$ cat src/hw/rtl/fadc_bib_pkg.sv
// shared types and constants for the digitizer block island builder
// no dependencies; imported by the front, queue, back and top modules
`timescale 1ns / 1ps

package fadc_bib_pkg;

  // raw digitizer block width on the input stream
  localparam int BLOCK_W = 80;
  // samples per block and channel number width
  localparam int SLOTS = 4;
  localparam int CHAN_W = 3;

  // what the back end has to emit for one queued job
  typedef struct packed {
    logic emit_a;   // held-back block from before this item
    logic first_a;  // its first sample opens an island
    logic last_a;   // its last sample closes the island
    logic emit_b;   // block of this item, flushed at end of bank
  } job_flags_t;

endpackage

$ cat src/hw/rtl/fadc_bib_front.sv
// front end: takes blocks, tracks island state and decides what is emitted
// depends on fadc_bib_pkg; feeds jobs into fadc_bib_queue
`timescale 1ns / 1ps

module fadc_bib_front
  import fadc_bib_pkg::*;
#(
  parameter int SAMPLE_WIDTH = 12,
  parameter int TIME_WIDTH = 27
) (
  input  logic clk,
  input  logic rst,
  input  logic in_valid,
  output logic in_ready,
  input  logic [BLOCK_W-1:0] in_block,
  input  logic in_eob,
  output logic job_push,
  input  logic job_ready,
  output logic [4*(SAMPLE_WIDTH+1)-1:0] job_blk_a,
  output logic [4*(SAMPLE_WIDTH+1)-1:0] job_blk_b,
  output logic [TIME_WIDTH+1:0] job_time,
  output job_flags_t job_flags
);

  localparam int SLOT_W = SAMPLE_WIDTH + 1;
  localparam int BLK_W = SLOTS * SLOT_W;
  localparam int OVF_POS = SLOTS * SAMPLE_WIDTH;
  localparam int TS_POS = OVF_POS + SLOTS;
  localparam int FULL_W = (TS_POS + TIME_WIDTH > BLOCK_W) ? TS_POS + TIME_WIDTH : BLOCK_W;

  logic [FULL_W-1:0] blk_full;
  logic [TIME_WIDTH-1:0] ts;
  logic [BLK_W-1:0] blk_new;

  logic [BLK_W-1:0] pend_blk;
  logic pend_valid;
  logic confirmed;
  logic [TIME_WIDTH-1:0] island_start;
  logic [TIME_WIDTH-1:0] prev_time;
  logic bank_started;

  logic accept;
  logic cont;
  logic emit_a;
  logic emit_b;

  assign blk_full = FULL_W'(in_block);
  assign ts = blk_full[TS_POS +: TIME_WIDTH];

  always_comb begin
    for (int k = 0; k < SLOTS; k++) begin
      blk_new[k*SLOT_W +: SLOT_W] = {blk_full[OVF_POS + k], blk_full[k*SAMPLE_WIDTH +: SAMPLE_WIDTH]};
    end
  end

  // continuation compared one bit wider so the top timestamp never wraps to zero
  assign cont = bank_started && pend_valid &&
                ({1'b0, ts} == ({1'b0, prev_time} + (TIME_WIDTH+1)'(1)));
  assign emit_a = cont || (pend_valid && confirmed);
  assign emit_b = in_eob && cont;

  assign in_ready = job_ready;
  assign accept = in_valid && in_ready;

  assign job_push = accept && (emit_a || emit_b);
  assign job_blk_a = pend_blk;
  assign job_blk_b = blk_new;
  assign job_time = {island_start, 2'b00};
  assign job_flags = '{emit_a: emit_a, first_a: cont && !confirmed, last_a: !cont, emit_b: emit_b};

  always_ff @(posedge clk) begin
    if (accept) begin
      pend_blk <= blk_new;
      prev_time <= ts;
    end
  end

  always_ff @(posedge clk) begin
    if (rst) begin
      pend_valid <= 1'b0;
      confirmed <= 1'b0;
      island_start <= '0;
      bank_started <= 1'b0;
    end else if (accept) begin
      if (!cont) begin
        island_start <= ts;
      end
      if (in_eob) begin
        pend_valid <= 1'b0;
        confirmed <= 1'b0;
        bank_started <= 1'b0;
      end else begin
        pend_valid <= 1'b1;
        confirmed <= cont;
        bank_started <= 1'b1;
      end
    end
  end

endmodule

$ cat src/hw/rtl/fadc_bib_queue.sv
// two-entry job queue between front and back end
// depends on fadc_bib_pkg for the shared import style only
`timescale 1ns / 1ps

module fadc_bib_queue
  import fadc_bib_pkg::*;
#(
  parameter int WIDTH = 8
) (
  input  logic clk,
  input  logic rst,
  input  logic push,
  output logic push_ready,
  input  logic [WIDTH-1:0] push_data,
  output logic head_valid,
  input  logic pop,
  output logic [WIDTH-1:0] head_data
);

  logic [WIDTH-1:0] mem [2];
  logic wr_ptr;
  logic rd_ptr;
  logic [1:0] count;

  assign push_ready = (count != 2'd2);
  assign head_valid = (count != 2'd0);
  assign head_data = mem[rd_ptr];

  always_ff @(posedge clk) begin
    if (push) begin
      mem[wr_ptr] <= push_data;
    end
  end

  always_ff @(posedge clk) begin
    if (rst) begin
      wr_ptr <= 1'b0;
      rd_ptr <= 1'b0;
      count <= 2'd0;
    end else begin
      if (push) begin
        wr_ptr <= !wr_ptr;
      end
      if (pop) begin
        rd_ptr <= !rd_ptr;
      end
      if (push && !pop) begin
        count <= count + 2'd1;
      end else if (pop && !push) begin
        count <= count - 2'd1;
      end
    end
  end

endmodule

$ cat src/hw/rtl/fadc_bib_back.sv
// back end: walks the samples of each queued job into the output register
// depends on fadc_bib_pkg; reads jobs from fadc_bib_queue
`timescale 1ns / 1ps

module fadc_bib_back
  import fadc_bib_pkg::*;
#(
  parameter int SAMPLE_WIDTH = 12,
  parameter int TIME_WIDTH = 27
) (
  input  logic clk,
  input  logic rst,
  input  logic head_valid,
  output logic pop,
  input  logic [4*(SAMPLE_WIDTH+1)-1:0] head_blk_a,
  input  logic [4*(SAMPLE_WIDTH+1)-1:0] head_blk_b,
  input  logic [TIME_WIDTH+1:0] head_time,
  input  job_flags_t head_flags,
  input  logic [CHAN_W-1:0] channel,
  output logic out_valid,
  input  logic out_ready,
  output logic [TIME_WIDTH+1:0] out_time,
  output logic [SAMPLE_WIDTH-1:0] out_sample,
  output logic out_overflow,
  output logic [CHAN_W-1:0] out_channel,
  output logic out_first,
  output logic out_island_last,
  output logic out_last
);

  localparam int SLOT_W = SAMPLE_WIDTH + 1;
  localparam int BLK_W = SLOTS * SLOT_W;

  logic [2:0] pos;
  logic [1:0] slot;
  logic half;
  logic final_smp;
  logic load;
  logic [BLK_W-1:0] blk;
  logic [SLOT_W-1:0] smp;

  // half selects the end-of-bank block; jobs without the held-back block start there
  assign slot = pos[1:0];
  assign half = pos[2] || !head_flags.emit_a;
  assign final_smp = (head_flags.emit_a && head_flags.emit_b) ? (pos == 3'd7) : (slot == 2'd3);
  assign blk = half ? head_blk_b : head_blk_a;
  assign smp = blk[slot*SLOT_W +: SLOT_W];

  assign load = head_valid && (!out_valid || out_ready);
  assign pop = load && final_smp;

  always_ff @(posedge clk) begin
    if (load) begin
      out_time <= head_time;
      out_sample <= smp[SAMPLE_WIDTH-1:0];
      out_overflow <= smp[SAMPLE_WIDTH];
      out_channel <= channel;
      out_first <= !half && head_flags.first_a && (slot == 2'd0);
      out_island_last <= (slot == 2'd3) && (half || head_flags.last_a);
      out_last <= final_smp;
    end
  end

  always_ff @(posedge clk) begin
    if (rst) begin
      pos <= 3'd0;
      out_valid <= 1'b0;
    end else begin
      if (!out_valid || out_ready) begin
        out_valid <= head_valid;
      end
      if (load) begin
        pos <= final_smp ? 3'd0 : pos + 3'd1;
      end
    end
  end

endmodule

$ cat src/hw/rtl/fadc_block_island_builder_top.sv
// Digitizer block island builder, top level.
//
// s_* takes one 80-bit block per transfer, s_tlast marks the last block of a
// bank and flushes the open island after it. m_* returns one sample per
// transfer with island start time, channel and island first/last marks in
// m_tuser; m_tlast marks the final sample caused by one input block.
// cfg_* writes the channel number; it is always ready. The user must make sure it
// is only written while the block is idle; the block itself does not enforce this.
// Each block gives 0, 4 or 8 samples. The newest block of an island is held
// back until the next block shows whether the island goes on, so samples
// appear one block later. The first sample passes through the job queue and the
// output register after the transfer that releases it; the output runs at one
// sample per cycle while m_tready is high, limited by the single-sample result channel.
// A two-entry job queue sits between the front end and the output stage, so
// input keeps being taken while samples drain. When m_tready is low the output
// register holds, the queue fills and s_tready drops.
// Reset clears all island state and the channel; the first block afterwards
// starts a new island.
`timescale 1ns / 1ps

module fadc_block_island_builder_top
  import fadc_bib_pkg::*;
#(
  parameter int SAMPLE_WIDTH = 12,
  parameter int TIME_WIDTH = 27
) (
  input  logic clk,
  input  logic rst,
  input  logic s_tvalid,
  output logic s_tready,
  input  logic [BLOCK_W-1:0] s_tdata,  // block_high[15:0], block_low[79:16]
  input  logic s_tlast,
  output logic m_tvalid,
  input  logic m_tready,
  // island_time, sample_value, sample_overflow, channel_out, zero fill
  output logic [((TIME_WIDTH+2+SAMPLE_WIDTH+1+CHAN_W)+7)/8*8-1:0] m_tdata,
  output logic [1:0] m_tuser,  // island_first, island_last
  output logic m_tlast,
  input  logic cfg_valid,
  output logic cfg_ready,
  input  logic [CHAN_W-1:0] cfg_data
);

  localparam int BLK_W = SLOTS * (SAMPLE_WIDTH + 1);
  localparam int T_W = TIME_WIDTH + 2;
  localparam int FLAG_W = $bits(job_flags_t);
  localparam int JOB_W = 2 * BLK_W + T_W + FLAG_W;
  localparam int DATA_W = T_W + SAMPLE_WIDTH + 1 + CHAN_W;
  localparam int OUT_W = (DATA_W + 7) / 8 * 8;

  logic [CHAN_W-1:0] channel;

  logic job_push;
  logic job_ready;
  logic [BLK_W-1:0] job_blk_a;
  logic [BLK_W-1:0] job_blk_b;
  logic [T_W-1:0] job_time;
  job_flags_t job_flags;

  logic head_valid;
  logic pop;
  logic [JOB_W-1:0] head_data;

  logic [T_W-1:0] out_time;
  logic [SAMPLE_WIDTH-1:0] out_sample;
  logic out_overflow;
  logic [CHAN_W-1:0] out_channel;
  logic out_first;
  logic out_island_last;

  assign cfg_ready = 1'b1;

  always_ff @(posedge clk) begin
    if (rst) begin
      channel <= '0;
    end else if (cfg_valid && cfg_ready) begin
      channel <= cfg_data;
    end
  end

  fadc_bib_front #(
    .SAMPLE_WIDTH(SAMPLE_WIDTH),
    .TIME_WIDTH(TIME_WIDTH)
  ) u_front (
    .clk(clk),
    .rst(rst),
    .in_valid(s_tvalid),
    .in_ready(s_tready),
    .in_block({s_tdata[15:0], s_tdata[79:16]}),
    .in_eob(s_tlast),
    .job_push(job_push),
    .job_ready(job_ready),
    .job_blk_a(job_blk_a),
    .job_blk_b(job_blk_b),
    .job_time(job_time),
    .job_flags(job_flags)
  );

  fadc_bib_queue #(
    .WIDTH(JOB_W)
  ) u_queue (
    .clk(clk),
    .rst(rst),
    .push(job_push),
    .push_ready(job_ready),
    .push_data({job_flags, job_time, job_blk_b, job_blk_a}),
    .head_valid(head_valid),
    .pop(pop),
    .head_data(head_data)
  );

  fadc_bib_back #(
    .SAMPLE_WIDTH(SAMPLE_WIDTH),
    .TIME_WIDTH(TIME_WIDTH)
  ) u_back (
    .clk(clk),
    .rst(rst),
    .head_valid(head_valid),
    .pop(pop),
    .head_blk_a(head_data[BLK_W-1:0]),
    .head_blk_b(head_data[2*BLK_W-1:BLK_W]),
    .head_time(head_data[2*BLK_W +: T_W]),
    .head_flags(job_flags_t'(head_data[JOB_W-1 -: FLAG_W])),
    .channel(channel),
    .out_valid(m_tvalid),
    .out_ready(m_tready),
    .out_time(out_time),
    .out_sample(out_sample),
    .out_overflow(out_overflow),
    .out_channel(out_channel),
    .out_first(out_first),
    .out_island_last(out_island_last),
    .out_last(m_tlast)
  );

  assign m_tdata = OUT_W'({out_channel, out_overflow, out_sample, out_time});
  assign m_tuser = {out_island_last, out_first};

endmodule
$ cat config.mk
export PLATFORM = sky130hd
export DESIGN_NAME = fadc_block_island_builder_top
export DESIGN_NICKNAME = d
export VERILOG_FILES = /design/src/hw/rtl/fadc_bib_pkg.sv /design/src/hw/rtl/fadc_bib_front.sv /design/src/hw/rtl/fadc_bib_queue.sv /design/src/hw/rtl/fadc_bib_back.sv /design/src/hw/rtl/fadc_block_island_builder_top.sv
export SDC_FILE = /design/constraint.sdc
export NUM_CORES = 1
export LEC_CHECK = 0
export BUFFER_PORTS_ARGS = -buffer_cell sky130_fd_sc_hd__buf_2
export CAP_MARGIN = 20
export CORE_ASPECT_RATIO = 0.8
export CORE_UTILIZATION = 52
export CTS_CLUSTER_SIZE = 12
export DETAILED_ROUTE_END_ITERATION = 16
export PLACE_DENSITY = 0.71
export SYNTH_ARGS = -nofsm -noshare
export SYNTH_HDL_FRONTEND = slang
export SYNTH_SLANG_ARGS = --single-unit
export TNS_END_PERCENT = 100
$ cat constraint.sdc
create_clock -name clk -period 12.8 [get_ports clk]
set_clock_uncertainty 0.15 [all_clocks]
set_input_delay 3.2 -clock clk [delete_from_list [all_inputs] [get_ports clk]]
set_output_delay 3.2 -clock clk [all_outputs]
set_load 0.005 [all_outputs]
==> flow_summary.ini <==
[synth]
synth_xor_area_share_pct = 1.65
yosysMostFrequentCell = edfxtp_1
syn-instance-count = 906
yosys.area_share.adder_pct = 0.372
yosys.area_share.simple_pct = 5.38
synth_compound_area_share_pct = 4.39
ys.flop_type = edfxtp_1
yosys.area.top_type = edfxtp_1
synth_top_area_share_pct = 70.6
ys_types = 59
netlist_top_cells_count = 395 x edfxtp_1, 65 x mux4_2, 48 x nand2_1, 45 x a21oi_1, 41 x dfxtp_1
yosys-top-cells-area = edfxtp_1 71%, mux4_2 8.7%, dfxtp_1 4.9%
seq_area_frac_synth_pct = 75.5
yosysWarnings = 0
synthArstFlopShare_pct = 0
synth_top_family_by_area = multiplexers
syn_area_per_cell_um2 = 18.5
synth_edf_count = 395
synth_seq_cells = 436
syn-cell-area_mm2 = 0.0168
muxShareOfSynthArea_pct = 11.0

[cts]
cts_buffers = 43
cts_setup_buffers = 0
htreeDepth = 2
cts_resized = 0
clockRootBuffer = clkbuf_16
clk_pin_slew_ns = 0.06
cts.sinks = 436
cts_max_path_buffers = 3
cts_tree = done
insertion_delay_ns = 0.54
cts-hold-fix-buffers = 0

[timing]
setup_ws_ns = 5.79
hold_slack_ns = 0.288
period_needed_ns = 7.01
setup_tns_ns = 0
hold_violations = 0
slew_headroom_pct = 28.0
max_freq_mhz = 143
setup_viol = 0
maxSlewViolCount = 0
rsz0062_at_grt = no
finalCritPeriodShare_pct = 54.8
worst_pin_slew_ns = 1.08

[global_routing]
antenna_found_initial = 4
grt_pass1_vias = 8553
grt_first_pass_wirelength_mm = 49.4
track_usage_pct = 19.9
overflow = 0
grt_start_max_net_pins = 80

[cells_and_area]
drive_gt1_share_pct = 28.3
syn_to_final_growth_pct = 14.0
num-nets-final = 1146

[route]
drt_iter0_drc = 647
wl_mm = 32.1
first_pass_iters = 5
post-route-drc-count = 0
dr_total_vias = 8631
post_drt_wl_per_cell_um = 21.4
ant_nets = 0
avgViaCountPerCell = 5.75

[worst_setup_path]
rr_endpoint = u_queue.mem[1][17]
worstPathMaxFanout = 79
required_ns = 12.80
critPathCaptureType = flop
crit_arrival_ns = 7.01
r2r_cells = 10
worstSetupStartpointType = primary input
worst-r2r-setup-slack_ns = 7.77
r2r-start = u_front.prev_time[0]
critical_path_class = primary input to flop

[floorplanning]
die_x_um = 203
row_count = 58
ios = 143
die_h_um = 163
initial_utilization_pct = 53.1
die-area_mm2 = 0.0330
coreArea_mm2 = 0.0316

[pwr]
powerDensity_mw_per_mm2 = 147
leakage_nw = 6.38
irDropWorstVdd_v = 0.000105

[worst_hold_path]
hold_path_class = flop to flop
holdPathEnd = u_back.out_channel[1]
hold_path.startpoint = channel[1]
min_path_cells = 0

[place]
pre_cts_ws_ns = 5.21
place_congestion = 0.913
io_buffer_count = 135
dp_hpwl_mm = 19.3

[outcome]
status = finished, final reports clean

[run]
cap_violations = 0
## metal layers
layer  vias to the layer above  global-route usage [%]  wire length [µm]
met4                         6                    5.64               599
li1                       3930                       -                 -
met5                         -                       0                34
met2                       239                    30.3             14800
met1                      4406                    29.4             15100
met3                        50                    4.06              1650
## state kept, by name, indices dropped and copies added, names as in the netlist, named ones only
register	flops
u_back.out_time	27
u_back.out_overflow	1
channel	3
u_back.out_first	1
u_front.prev_time	27
u_queue.mem	270
u_front.job_blk_a	52
u_queue.wr_ptr	1
u_queue.rd_ptr	1
u_back.out_channel	3
u_back.out_valid	1
u_back.out_last	1
u_back.pos	3
u_queue.count	2
u_back.out_sample	12
u_front.confirmed	1
u_front.island_start	27
u_front.pend_valid	1
u_back.out_island_last	1
## cell type report
cell class              count  area (µm²)
well taps                 420         526
clock inverters             7        96.3
repair buffers            145         751
fillers                  2337       12500
multi-input cells         416        3870
diodes                      1        2.50
inverters                  10        40.0
flip-flops and latches    436       12700
clock buffers              65        1180
## worst max-delay path by stage
stage | from | end | slack [ns] | cells after the start
after floorplan | s_tdata[78] | u_queue.mem[0][0] | 4.10 | 8
after global placement | s_tdata[78] | u_queue.mem[0][94] | 5.23 | 10
after detailed placement | s_tdata[78] | u_queue.mem[0][42] | 5.21 | 10
after CTS | s_tdata[78] | u_queue.mem[0][47] | 5.78 | 10
after global routing | s_tdata[78] | u_queue.mem[0][95] | 5.62 | 10
final | s_tdata[78] | u_queue.mem[1][17] | 5.79 | 10
## power by group
part | leakage (nW) | switching, mW | internal [mW]
combinational | 1.76 | 0.0489 | 0.0302
clock | 0.615 | 0.495 | 0.657
sequential | 4.01 | 0.0156 | 1.57
## through the flow
stage / total power [mW] / instances / utilization (%) / area (µm²)
after floorplan: 1.66 / 910 / - / 16800
after global placement: 1.69 / 1427 / 56.5 / 17900
after detailed placement: 1.69 / 1427 / 56.5 / 17900
after CTS: 2.84 / 1499 / 60.5 / 19100
after global routing: 2.91 / 1500 / 60.5 / 19100
final: 2.82 / 1500 / 60.5 / 19100
## cell families (layout without fill, tap and decap cells)
group | Yosys count | count (layout)
AO/OA/AOI/OAI | 110 | 110
AND/OR/NAND/NOR | 165 | 165
flip-flops | 436 | 436
multiplexers | 100 | 100
XOR/XNOR | 30 | 30
buffers and inverters | 58 | 227
adder cells (fa/ha/maj) | 5 | 5
other | 2 | 7
## critical path, stage by stage
cell and delay, ns:
buf_2 0.12, xnor2_1 0.20, nor4b_1 0.20, a211o_1 0.30, or4b_1 0.52, nor4_1 0.24, nand4_1 0.16, a21oi_1 0.31
and2_4 0.74, buf_4 0.91
## cells in the final DEF, fill, tap and decap left out, types with 3 or more instances in the layout
cell | netlist | layout
dfxtp_1 | 41 | 40
buf_4 | 9 | 10
nand3_1 | 14 | 14
conb_1 | 2 | 6
clkbuf_16 | 0 | 43
and3_1 | 7 | 7
nand2b_1 | 5 | 5
xnor2_1 | 19 | 19
nor4b_1 | 3 | 3
a31oi_1 | 7 | 7
nor2_1 | 26 | 25
inv_1 | 9 | 7
ha_1 | 5 | 5
mux4_2 | 65 | 65
xor2_1 | 10 | 10
and2_1 | 6 | 4
a31o_1 | 27 | 27
nor4_1 | 12 | 12
a31o_2 | 3 | 3
nand2_1 | 48 | 48
a21oi_1 | 45 | 45
nand4_1 | 15 | 15
o21ai_0 | 6 | 6
clkbuf_1 | 26 | 20
mux2_2 | 29 | 29
buf_2 | 3 | 135
a211o_1 | 4 | 4
mux2i_1 | 6 | 6
and4_1 | 4 | 4
o22ai_1 | 3 | 3
edfxtp_1 | 395 | 395
nor3_1 | 6 | 6
or4_1 | 3 | 3
Power figures use the tool's default switching activity.
